### src/rtl/prf_pkg.sv
// ----------------------------------------------------------------------------
// prf_pkg
// shared types and constants of the page replacement block
// ----------------------------------------------------------------------------
package prf_pkg;

    // result action codes
    localparam logic [1:0] ACT_HIT   = 2'd0;
    localparam logic [1:0] ACT_ALLOC = 2'd1;
    localparam logic [1:0] ACT_EVICT = 2'd2;

    // register indexes
    localparam logic REG_POLICY = 1'b0;
    localparam logic REG_PAGES  = 1'b1;

    // policy codes
    localparam logic POL_FIFO = 1'b0;
    localparam logic POL_LRU  = 1'b1;

    localparam logic [4:0] PAGES_RESET = 5'd1;
    localparam logic [4:0] MAX_ALLOC   = 5'd16;

    typedef struct packed {
        logic        policy;
        logic [4:0]  pages_per_miss;
    } cfg_t;

    typedef struct packed {
        logic [7:0]  requester;
        logic [31:0] request_total;
    } job_t;

endpackage

### src/rtl/prf_req_if.sv
// ----------------------------------------------------------------------------
// prf_req_if
// request channel: one requester id per word
// ----------------------------------------------------------------------------
interface prf_req_if;
    logic       valid;
    logic       ready;
    logic [7:0] requester;

    modport source (output valid, output requester, input ready);
    modport sink   (input valid, input requester, output ready);
endinterface

### src/rtl/prf_res_if.sv
// ----------------------------------------------------------------------------
// prf_res_if
// result channel: one hit, allocation or eviction event per word
// ----------------------------------------------------------------------------
interface prf_res_if;
    logic        valid;
    logic        ready;
    logic [1:0]  action;
    logic [7:0]  owner;
    logic [31:0] request_total;
    logic [31:0] miss_total;
    logic        last;

    modport source (output valid, output action, output owner, output request_total,
                    output miss_total, output last, input ready);
    modport sink   (input valid, input action, input owner, input request_total,
                    input miss_total, input last, output ready);
endinterface

### src/rtl/prf_cfg.sv
// ----------------------------------------------------------------------------
// prf_cfg
// apb register file: policy and pages per miss
// ----------------------------------------------------------------------------
module prf_cfg (
    input  logic              clk,
    input  logic              rst_n,
    input  logic              psel,
    input  logic              penable,
    input  logic              pwrite,
    input  logic [2:0]        paddr,
    input  logic [31:0]       pwdata,
    output logic [31:0]       prdata,
    output logic              pready,
    output prf_pkg::cfg_t     cfg
);
    logic       policy_reg;
    logic [4:0] pages_reg;
    logic       wr_en;

    assign pready = 1'b1;
    assign wr_en  = psel & penable & pwrite;

    always_ff @(posedge clk or negedge rst_n)
    begin
        if (!rst_n)
        begin
            policy_reg <= prf_pkg::POL_FIFO;
            pages_reg  <= prf_pkg::PAGES_RESET;
        end
        else if (wr_en)
        begin
            case (paddr[2])
                prf_pkg::REG_POLICY: policy_reg <= pwdata[0];
                prf_pkg::REG_PAGES:  pages_reg  <= pwdata[4:0];
                default:             policy_reg <= policy_reg;
            endcase
        end
    end

    always_comb
    begin
        case (paddr[2])
            prf_pkg::REG_POLICY: prdata = {31'd0, policy_reg};
            prf_pkg::REG_PAGES:  prdata = {27'd0, pages_reg};
            default:             prdata = 32'd0;
        endcase
    end

    assign cfg.policy         = policy_reg;
    assign cfg.pages_per_miss = pages_reg;
endmodule

### src/rtl/prf_front.sv
// ----------------------------------------------------------------------------
// prf_front
// request intake: numbers each request and queues it for the engine
// ----------------------------------------------------------------------------
module prf_front (
    input  logic          clk,
    input  logic          rst_n,
    prf_req_if.sink       req,
    output prf_pkg::job_t job,
    output logic          job_valid,
    input  logic          job_ready
);
    prf_pkg::job_t q_reg [2];
    logic [31:0]   seen_reg;
    logic [1:0]    fill_reg;
    logic          wp_reg;
    logic          rp_reg;
    logic          push;
    logic          pop;

    assign req.ready = (fill_reg != 2'd2);
    assign push      = req.valid & req.ready;
    assign job_valid = (fill_reg != 2'd0);
    assign pop       = job_valid & job_ready;
    assign job       = q_reg[rp_reg];

    always_ff @(posedge clk)
    begin
        if (push)
        begin
            q_reg[wp_reg].requester     <= req.requester;
            q_reg[wp_reg].request_total <= seen_reg + 32'd1;
        end
    end

    always_ff @(posedge clk or negedge rst_n)
    begin
        if (!rst_n)
        begin
            seen_reg <= 32'd0;
            fill_reg <= 2'd0;
            wp_reg   <= 1'b0;
            rp_reg   <= 1'b0;
        end
        else
        begin
            if (push)
            begin
                seen_reg <= seen_reg + 32'd1;
                wp_reg   <= ~wp_reg;
            end
            if (pop)
                rp_reg <= ~rp_reg;
            if (push && !pop)
                fill_reg <= fill_reg + 2'd1;
            else if (pop && !push)
                fill_reg <= fill_reg - 2'd1;
        end
    end
endmodule

### src/rtl/prf_back.sv
// ----------------------------------------------------------------------------
// prf_back
// replacement engine: frame list in insertion order, scans and result register
// ----------------------------------------------------------------------------
module prf_back #(
    parameter int FRAMES = 16
) (
    input  logic          clk,
    input  logic          rst_n,
    input  prf_pkg::job_t job,
    input  logic          job_valid,
    output logic          job_ready,
    input  prf_pkg::cfg_t cfg,
    prf_res_if.source     res
);
    localparam int AW = (FRAMES > 1) ? $clog2(FRAMES) : 1;
    localparam int CW = $clog2(FRAMES + 1);

    typedef enum logic [3:0] {
        S_IDLE, S_HSCAN, S_MCHK, S_MINSCAN, S_FSCAN, S_SHIFT, S_APPEND, S_RSCAN, S_EMIT
    } state_t;

    // list storage, entry i is the i-th frame in insertion order
    logic [7:0]  owner_mem [FRAMES];
    logic [31:0] stamp_mem [FRAMES];

    state_t      state_reg;
    state_t      ret_reg;
    logic [7:0]  req_reg;
    logic [31:0] rtot_reg;
    logic [31:0] miss_reg;
    logic [31:0] tclk_reg;
    logic [CW-1:0] used_reg;
    logic [CW-1:0] iss_reg;
    logic [CW-1:0] dpos_reg;
    logic [CW-1:0] vpos_reg;
    logic        dv_reg;
    logic        hit_reg;
    logic [31:0] min_reg;
    logic [7:0]  minown_reg;
    logic        minset_reg;
    logic [7:0]  who_reg;
    logic        found_reg;
    logic [7:0]  gone_reg;
    logic [4:0]  k_reg;
    logic [4:0]  cnt_reg;
    logic [1:0]  eact_reg;
    logic [7:0]  eown_reg;
    logic        elast_reg;
    logic        ov_reg;
    logic [1:0]  oact_reg;
    logic [7:0]  oown_reg;
    logic [31:0] ortot_reg;
    logic [31:0] omiss_reg;
    logic        olast_reg;
    logic [7:0]  rd_own;
    logic [31:0] rd_stamp;

    logic          scanning;
    logic          issue;
    logic          done;
    logic          match;
    logic [AW-1:0] rd_addr;
    logic          own_we;
    logic          st_we;
    logic [AW-1:0] wr_addr;
    logic [7:0]    own_wd;
    logic [31:0]   st_wd;
    logic [4:0]    cnt_next;
    logic          lastalloc;

    assign scanning = (state_reg == S_HSCAN) || (state_reg == S_MINSCAN) ||
                      (state_reg == S_FSCAN) || (state_reg == S_RSCAN) ||
                      (state_reg == S_SHIFT);
    assign issue    = scanning && (iss_reg < used_reg);
    assign done     = !issue && !dv_reg;
    assign match    = (rd_own == req_reg);
    assign rd_addr  = issue ? iss_reg[AW-1:0] : '0;
    assign lastalloc = (k_reg == cnt_reg - 5'd1);

    always_comb
    begin
        if (cfg.pages_per_miss == 5'd0)
            cnt_next = 5'd1;
        else if (cfg.pages_per_miss > prf_pkg::MAX_ALLOC)
            cnt_next = prf_pkg::MAX_ALLOC;
        else
            cnt_next = cfg.pages_per_miss;
    end

    always_comb
    begin
        own_we  = 1'b0;
        st_we   = 1'b0;
        wr_addr = dpos_reg[AW-1:0];
        own_wd  = rd_own;
        st_wd   = tclk_reg;
        case (state_reg)
            S_HSCAN, S_RSCAN:
            begin
                st_we = dv_reg && match && (cfg.policy == prf_pkg::POL_LRU);
            end
            S_SHIFT:
            begin
                own_we  = dv_reg;
                st_we   = dv_reg;
                wr_addr = dpos_reg[AW-1:0] - AW'(1);
                st_wd   = rd_stamp;
            end
            S_APPEND:
            begin
                own_we  = 1'b1;
                st_we   = 1'b1;
                wr_addr = used_reg[AW-1:0];
                own_wd  = req_reg;
                st_wd   = 32'd0;
            end
            default:
            begin
                own_we = 1'b0;
            end
        endcase
    end

    always_ff @(posedge clk)
    begin
        if (own_we)
            owner_mem[wr_addr] <= own_wd;
        if (st_we)
            stamp_mem[wr_addr] <= st_wd;
        rd_own   <= owner_mem[rd_addr];
        rd_stamp <= stamp_mem[rd_addr];
    end

    always_ff @(posedge clk or negedge rst_n)
    begin
        if (!rst_n)
        begin
            state_reg  <= S_IDLE;
            ret_reg    <= S_IDLE;
            miss_reg   <= 32'd0;
            tclk_reg   <= 32'd0;
            used_reg   <= '0;
            iss_reg    <= '0;
            dpos_reg   <= '0;
            vpos_reg   <= '0;
            dv_reg     <= 1'b0;
            hit_reg    <= 1'b0;
            minset_reg <= 1'b0;
            found_reg  <= 1'b0;
            k_reg      <= 5'd0;
            cnt_reg    <= 5'd1;
            ov_reg     <= 1'b0;
            req_reg    <= 8'd0;
            rtot_reg   <= 32'd0;
            min_reg    <= 32'd0;
            minown_reg <= 8'd0;
            who_reg    <= 8'd0;
            gone_reg   <= 8'd0;
            eact_reg   <= prf_pkg::ACT_HIT;
            eown_reg   <= 8'd0;
            elast_reg  <= 1'b0;
            oact_reg   <= prf_pkg::ACT_HIT;
            oown_reg   <= 8'd0;
            ortot_reg  <= 32'd0;
            omiss_reg  <= 32'd0;
            olast_reg  <= 1'b0;
        end
        else
        begin
            dv_reg   <= issue;
            dpos_reg <= iss_reg;
            if (issue)
                iss_reg <= iss_reg + CW'(1);
            if (ov_reg && res.ready)
                ov_reg <= 1'b0;

            case (state_reg)
                S_IDLE:
                begin
                    if (job_valid)
                    begin
                        req_reg   <= job.requester;
                        rtot_reg  <= job.request_total;
                        cnt_reg   <= cnt_next;
                        iss_reg   <= '0;
                        hit_reg   <= 1'b0;
                        k_reg     <= 5'd0;
                        state_reg <= S_HSCAN;
                    end
                end
                S_HSCAN:
                begin
                    if (dv_reg && match)
                    begin
                        hit_reg <= 1'b1;
                        if (cfg.policy == prf_pkg::POL_LRU)
                            tclk_reg <= tclk_reg + 32'd1;
                    end
                    if (done)
                    begin
                        if (hit_reg)
                        begin
                            eact_reg  <= prf_pkg::ACT_HIT;
                            eown_reg  <= req_reg;
                            elast_reg <= 1'b1;
                            ret_reg   <= S_IDLE;
                            state_reg <= S_EMIT;
                        end
                        else
                        begin
                            miss_reg  <= miss_reg + 32'd1;
                            state_reg <= S_MCHK;
                        end
                    end
                end
                S_MCHK:
                begin
                    iss_reg    <= '0;
                    minset_reg <= 1'b0;
                    found_reg  <= 1'b0;
                    if (used_reg == CW'(FRAMES))
                        state_reg <= (cfg.policy == prf_pkg::POL_LRU) ? S_MINSCAN : S_FSCAN;
                    else
                        state_reg <= S_APPEND;
                end
                S_MINSCAN:
                begin
                    if (dv_reg && (!minset_reg || rd_stamp < min_reg))
                    begin
                        min_reg    <= rd_stamp;
                        minown_reg <= rd_own;
                        minset_reg <= 1'b1;
                    end
                    if (done)
                    begin
                        who_reg   <= minown_reg;
                        iss_reg   <= '0;
                        state_reg <= S_FSCAN;
                    end
                end
                S_FSCAN:
                begin
                    // fifo takes the head, lru the first frame of the victim owner
                    if (dv_reg && !found_reg &&
                        (cfg.policy == prf_pkg::POL_FIFO || rd_own == who_reg))
                    begin
                        found_reg <= 1'b1;
                        vpos_reg  <= dpos_reg;
                        gone_reg  <= rd_own;
                    end
                    if (done)
                    begin
                        iss_reg   <= vpos_reg + CW'(1);
                        state_reg <= S_SHIFT;
                    end
                end
                S_SHIFT:
                begin
                    if (done)
                    begin
                        used_reg  <= used_reg - CW'(1);
                        eact_reg  <= prf_pkg::ACT_EVICT;
                        eown_reg  <= gone_reg;
                        elast_reg <= 1'b0;
                        ret_reg   <= S_APPEND;
                        state_reg <= S_EMIT;
                    end
                end
                S_APPEND:
                begin
                    used_reg <= used_reg + CW'(1);
                    iss_reg  <= '0;
                    if (cfg.policy == prf_pkg::POL_LRU)
                        state_reg <= S_RSCAN;
                    else
                    begin
                        eact_reg  <= prf_pkg::ACT_ALLOC;
                        eown_reg  <= req_reg;
                        elast_reg <= lastalloc;
                        ret_reg   <= lastalloc ? S_IDLE : S_MCHK;
                        k_reg     <= k_reg + 5'd1;
                        state_reg <= S_EMIT;
                    end
                end
                S_RSCAN:
                begin
                    if (dv_reg && match)
                        tclk_reg <= tclk_reg + 32'd1;
                    if (done)
                    begin
                        eact_reg  <= prf_pkg::ACT_ALLOC;
                        eown_reg  <= req_reg;
                        elast_reg <= lastalloc;
                        ret_reg   <= lastalloc ? S_IDLE : S_MCHK;
                        k_reg     <= k_reg + 5'd1;
                        state_reg <= S_EMIT;
                    end
                end
                S_EMIT:
                begin
                    if (!ov_reg || res.ready)
                    begin
                        ov_reg    <= 1'b1;
                        oact_reg  <= eact_reg;
                        oown_reg  <= eown_reg;
                        ortot_reg <= rtot_reg;
                        omiss_reg <= miss_reg;
                        olast_reg <= elast_reg;
                        state_reg <= ret_reg;
                    end
                end
                default:
                begin
                    state_reg <= S_IDLE;
                end
            endcase
        end
    end

    assign job_ready         = (state_reg == S_IDLE);
    assign res.valid         = ov_reg;
    assign res.action        = oact_reg;
    assign res.owner         = oown_reg;
    assign res.request_total = ortot_reg;
    assign res.miss_total    = omiss_reg;
    assign res.last          = olast_reg;

    a_used_bound: assert property (@(posedge clk) disable iff (!rst_n)
        used_reg <= CW'(FRAMES))
        else $error("frame list overfilled");

    a_evict_full: assert property (@(posedge clk) disable iff (!rst_n)
        (state_reg == S_MINSCAN || state_reg == S_FSCAN || state_reg == S_SHIFT)
        |-> used_reg == CW'(FRAMES))
        else $error("eviction with free frames");

    a_victim_found: assert property (@(posedge clk) disable iff (!rst_n)
        (state_reg == S_FSCAN && done) |-> found_reg)
        else $error("no victim located");

    a_miss_source: assert property (@(posedge clk) disable iff (!rst_n)
        (miss_reg != $past(miss_reg)) |-> ($past(state_reg) == S_HSCAN && !$past(hit_reg)))
        else $error("miss count moved outside lookup");
endmodule

### src/rtl/page_replacement_fifo_lru_top.sv
// ----------------------------------------------------------------------------
// page_replacement_fifo_lru_top
// page frame replacement unit, fifo or lru, with apb configuration
// ----------------------------------------------------------------------------
//  channel | dir | handshake         | word
//  --------+-----+-------------------+----------------------------------------
//  req     | in  | valid / ready     | requester
//  res     | out | valid / ready     | action, owner, request_total,
//          |     |                   | miss_total, last
//  apb     | in  | psel/penable, rdy | policy (0x0), pages_per_miss (0x4)
//
//  a hit takes one pass over the frame list, one memory read per cycle;
//  each allocated frame on a miss adds a restamp pass under lru; when the
//  list is full an eviction also adds a min-stamp pass (lru), an owner
//  search pass and a list shift pass
//  reset clears the list count, counters and the policy registers at once;
//  no clearing pass
//  a two-word queue in front takes requests while the engine works, and the
//  result register lets the engine park until the sink takes the word
// ----------------------------------------------------------------------------
module page_replacement_fifo_lru_top #(
    parameter int FRAMES = 16
) (
    input  logic        clk,
    input  logic        rst_n,
    prf_req_if.sink     req,
    prf_res_if.source   res,
    input  logic        psel,
    input  logic        penable,
    input  logic        pwrite,
    input  logic [2:0]  paddr,
    input  logic [31:0] pwdata,
    output logic [31:0] prdata,
    output logic        pready
);
    prf_pkg::cfg_t cfg;
    prf_pkg::job_t job;
    logic          job_valid;
    logic          job_ready;

    // register file
    prf_cfg u_cfg (
        .clk     (clk),
        .rst_n   (rst_n),
        .psel    (psel),
        .penable (penable),
        .pwrite  (pwrite),
        .paddr   (paddr),
        .pwdata  (pwdata),
        .prdata  (prdata),
        .pready  (pready),
        .cfg     (cfg)
    );

    // intake: numbers requests, holds up to two
    prf_front u_front (
        .clk       (clk),
        .rst_n     (rst_n),
        .req       (req),
        .job       (job),
        .job_valid (job_valid),
        .job_ready (job_ready)
    );

    // engine: lookup, eviction, allocation and result register
    prf_back #(
        .FRAMES (FRAMES)
    ) u_back (
        .clk       (clk),
        .rst_n     (rst_n),
        .job       (job),
        .job_valid (job_valid),
        .job_ready (job_ready),
        .cfg       (cfg),
        .res       (res)
    );
endmodule
### src/flat_wrapper.sv
// flat-port wrapper written by rule: the top's interface ports become plain ports
module page_replacement_fifo_lru_top_flat 
#(
    parameter int FRAMES = 16
)
  (clk, rst_n, psel, penable, pwrite, paddr, pwdata, prdata, pready, req_valid, req_requester, req_ready, res_valid, res_action, res_owner, res_request_total, res_miss_total, res_last, res_ready);
  prf_req_if req_i ();
  prf_res_if res_i ();
  input  logic clk;
  input  logic rst_n;
  input  logic psel;
  input  logic penable;
  input  logic pwrite;
  input  logic [2:0] paddr;
  input  logic [31:0] pwdata;
  output logic [31:0] prdata;
  output logic pready;
  input wire logic [$bits(req_i.valid)-1:0] req_valid;
  input wire logic [$bits(req_i.requester)-1:0] req_requester;
  output wire logic [$bits(req_i.ready)-1:0] req_ready;
  output wire logic [$bits(res_i.valid)-1:0] res_valid;
  output wire logic [$bits(res_i.action)-1:0] res_action;
  output wire logic [$bits(res_i.owner)-1:0] res_owner;
  output wire logic [$bits(res_i.request_total)-1:0] res_request_total;
  output wire logic [$bits(res_i.miss_total)-1:0] res_miss_total;
  output wire logic [$bits(res_i.last)-1:0] res_last;
  input wire logic [$bits(res_i.ready)-1:0] res_ready;
  assign req_i.valid = req_valid;
  assign req_i.requester = req_requester;
  assign req_ready = req_i.ready;
  assign res_valid = res_i.valid;
  assign res_action = res_i.action;
  assign res_owner = res_i.owner;
  assign res_request_total = res_i.request_total;
  assign res_miss_total = res_i.miss_total;
  assign res_last = res_i.last;
  assign res_i.ready = res_ready;
  page_replacement_fifo_lru_top #(.FRAMES(FRAMES)) u_core (.clk(clk), .rst_n(rst_n), .req(req_i), .res(res_i), .psel(psel), .penable(penable), .pwrite(pwrite), .paddr(paddr), .pwdata(pwdata), .prdata(prdata), .pready(pready));
endmodule
### config.mk
export PLATFORM = sky130hd
export DESIGN_NAME = page_replacement_fifo_lru_top_flat
export DESIGN_NICKNAME = d
export VERILOG_FILES = /design/src/rtl/prf_pkg.sv /design/src/rtl/prf_req_if.sv /design/src/rtl/prf_res_if.sv /design/src/rtl/prf_cfg.sv /design/src/rtl/prf_front.sv /design/src/rtl/prf_back.sv /design/src/rtl/page_replacement_fifo_lru_top.sv /design/src/flat_wrapper.sv
export SDC_FILE = /design/constraint.sdc
export NUM_CORES = 2
export LEC_CHECK = 0
export BUFFER_PORTS_ARGS = -buffer_cell sky130_fd_sc_hd__buf_2
export CORE_UTILIZATION = 35
export DETAILED_ROUTE_END_ITERATION = 8
export PLACE_DENSITY = 0.5
export SETUP_SLACK_MARGIN = 0.2
export SYNTH_ARGS = -nofsm -noshare
export SYNTH_HDL_FRONTEND = slang
export SYNTH_SLANG_ARGS = --single-unit
### constraint.sdc
create_clock -name clk -period 4.4 [get_ports clk]
set_clock_uncertainty 0.1 [all_clocks]
set_input_delay 1.32 -clock clk [delete_from_list [all_inputs] [get_ports clk]]
set_output_delay 1.32 -clock clk [all_outputs]
set_load 0.02 [all_outputs]
==> qor.csv <==
metric,value,unit
run_status,"complete, no violations",
worstHoldPathCells,0,
floorplan.initialDensity,0.353,
clk_path_buf_depth,3,
worstMarginPinSlew,1.07,ns
gpl.final_weighted_congestion,0.762,
cellPowerDensity,571,nW/um2
layout.cells.most_common_list,"edfxtp_1 (720), dfrtp_1 (325), nor2_1 (229), mux2i_1 (204), and3_1 (177)",
number_of_buffers_added_to_fix_hold_violations_after_cts,0,
setup_viol,0,
largest_register_ff_count,512,
post_detailed_route_drc_marker_count,0,
detailedPlace.worstSlack,0.643,ns
die-area,128000,um2
num_antenna_cells,0,
slew_viol_final,0,
yosysTopAreaCellShare,0.488,
postRouteAntennaNets,0,
detailedRoute.firstPassIterationCount,6,
reg2reg_slack,0.66,ns
postSynth.asyncResetShare,0.301,
netlist_area,44300,um2
grt_remaining_overflow,0,
portBuffers,102,
hold_vio_cnt_final,0,
rows,130,
nets,3372,
hold_path.startpoint,u_core.u_back.iss_reg[4],
antenna_found_initial,1,
post_route_cells_drive_above_1_share,0.181,
placeableCoreArea,126000,um2
synth_edf_count,720,
areaGrowthSynthToFinish,16.0,%
die_h,358,um
final.setup.tns,0,ns
yosysWarningCount,0,
layout_worst_path_cycle_share,0.851,
worst_slew_margin_rel,0.289,
cts_resized,0,
wire_length_of_the_first_global_routing_pass,162000,um
track_usage,0.167,
critPathLaunch,u_core.u_back.iss_reg[2],
totalWireLength,106000,um
ios,160,
rsz0062_at_grt,false,
timing.critical_path.to_type,register,
grt_max_degree,98,
cts_tree,done,
synth.top_cells.by_area,"edfxtp_1 (49%), dfrtp_1 (18%), mux2i_1 (4.6%)",
place.detailed.hpwl,62100,um
worst_setup_path_start_kind,register,
yosysUniqueCellTypes,66,
dr.first_iter.drc_count,1810,
leakage_power_figure,19.7,nW
r2r_end,u_core.u_back.rd_own[2],
timing.critical_path.required,4.87,ns
ctsHtreeMaxLevel,3,
biggest_area_consumer_among_synthesized_cells,edfxtp_1,
root_buffer_cell,clkbuf_16,
netlist_instances,3089,
clock-sinks,1088,
post-route-min-period,3.74,ns
number_of_buffers_added_for_setup_after_cts,0,
clk_transition_reported_paths,0.06,ns
wl_per_cell,21.1,um
clkLatencyLatePin,0.74,ns
maximum_achievable_frequency,0.267,GHz
power.ir.vdd_worst,0.336,mV
die_width,358,um
crit_fanout,49,
maxCapViolCount,0,
worstPathArrival,4.22,ns
first_global_vias,25700,
via_per_inst,5.03,
regToRegStartpoint,u_core.u_back.iss_reg[2],
cts_inserted_buffers,116,
timing.hold.worst.class,register to register,
synth_seq_area_share,0.691,
timing.setup.critical_path_class,register to register,
layout_commonest_cell,edfxtp_1,
synth.avg_cell_area,14.3,um2
vias,25300,
rr_worst_depth,12,
final_cell_area,51400,um2
timing.hold.worst_endpoint,u_core.u_back.dpos_reg[4],
yosys_register_bits,1088,
final.setup.worst_slack,0.658,ns
synth_flop_cell,edfxtp_1,
dpl-instance-area,47700,um2
[cell type report]
type / instances / area (um2)
fillers: 11600 / 74100
flip-flops and latches: 1088 / 30600
multi-input cells: 1764 / 12900
clock buffers: 158 / 3170
well taps: 1650 / 2060
repair buffers: 234 / 1840
clock inverters: 64 / 589
inverters: 66 / 248
[power breakdown]
part	switching [mW]	internal [mW]	leakage, nW
logic	3.87	2.46	6.56
registers	0.911	12.5	11.3
clock network	4.12	5.48	1.84
total	8.90	20.5	19.7
[Yosys cell counts, types with 65 or more instances]
library cell and n:
nand2_1 152, dfrtp_1 326, and3_1 178, o21ai_0 71, edfxtp_1 720, nor2_1 247, a2111oi_0 161, clkbuf_1 140
mux2i_1 204, inv_1 65, xnor2_1 98, mux2_2 153
[how the worst max path moves through the flow]
stage                                       to  slack [ns]
finish                 u_core.u_back.rd_own[2]        0.66
global route           u_core.u_back.rd_own[2]        0.32
CTS                    u_core.u_back.rd_own[2]        0.62
detailed placement     u_core.u_back.rd_own[1]        0.64
global placement     u_core.u_back.rd_stamp[4]        0.64
floorplan           u_core.u_front.q_reg[0][0]        0.33
[through the flow]
| step | hold slack, ns | utilization | total power, mW | std cells |
|---|---|---|---|---|
| after global routing | 0.351 | 0.410 | 30.9 | 5024 |
| after CTS | 0.336 | 0.410 | 29.8 | 5024 |
| final | 0.333 | 0.410 | 29.4 | 5024 |
| after floorplan | 0.276 | - | 17.8 | 3115 |
| after detailed placement | 0.322 | 0.380 | 20.1 | 4802 |
| after global placement | 0.328 | 0.380 | 20.1 | 4802 |
[logic make-up (layout without fill, tap and decap cells)]
logic type,after synthesis,after routing,share of synthesized area
DFF,1088,1088,0.691
and+or+nand+nor,816,816,0.0932
muxes,359,359,0.0855
AOI/OAI and AO/OA,348,348,0.0582
buffers and inverters,263,522,0.0252
xor gates and xnor gates,161,161,0.0318
adders and majority gates,52,52,0.0148
other,2,28,0.000169
[metal layers]
| layer | GRT usage | wire [um] |
|---|---|---|
| met1 | 0.229 | 49000 |
| met2 | 0.271 | 50500 |
| met3 | 0.0270 | 3850 |
| met4 | 0.0504 | 2390 |
| met5 | 0 | 0 |
[critical path: stages, from the launching register on]
cell and delay (ns):
dfrtp_1 0.55, ha_1 0.32, a21oi_1 0.12, o21ai_1 0.13, a31o_2 0.38, inv_2 0.11
ha_4 0.44, buf_12 0.32, buf_4 0.22, mux2i_1 0.19, nor2_1 0.05, a2111oi_0 0.47
nor4_1 0.16
No activity file was read; power rests on OpenSTA's default activity.
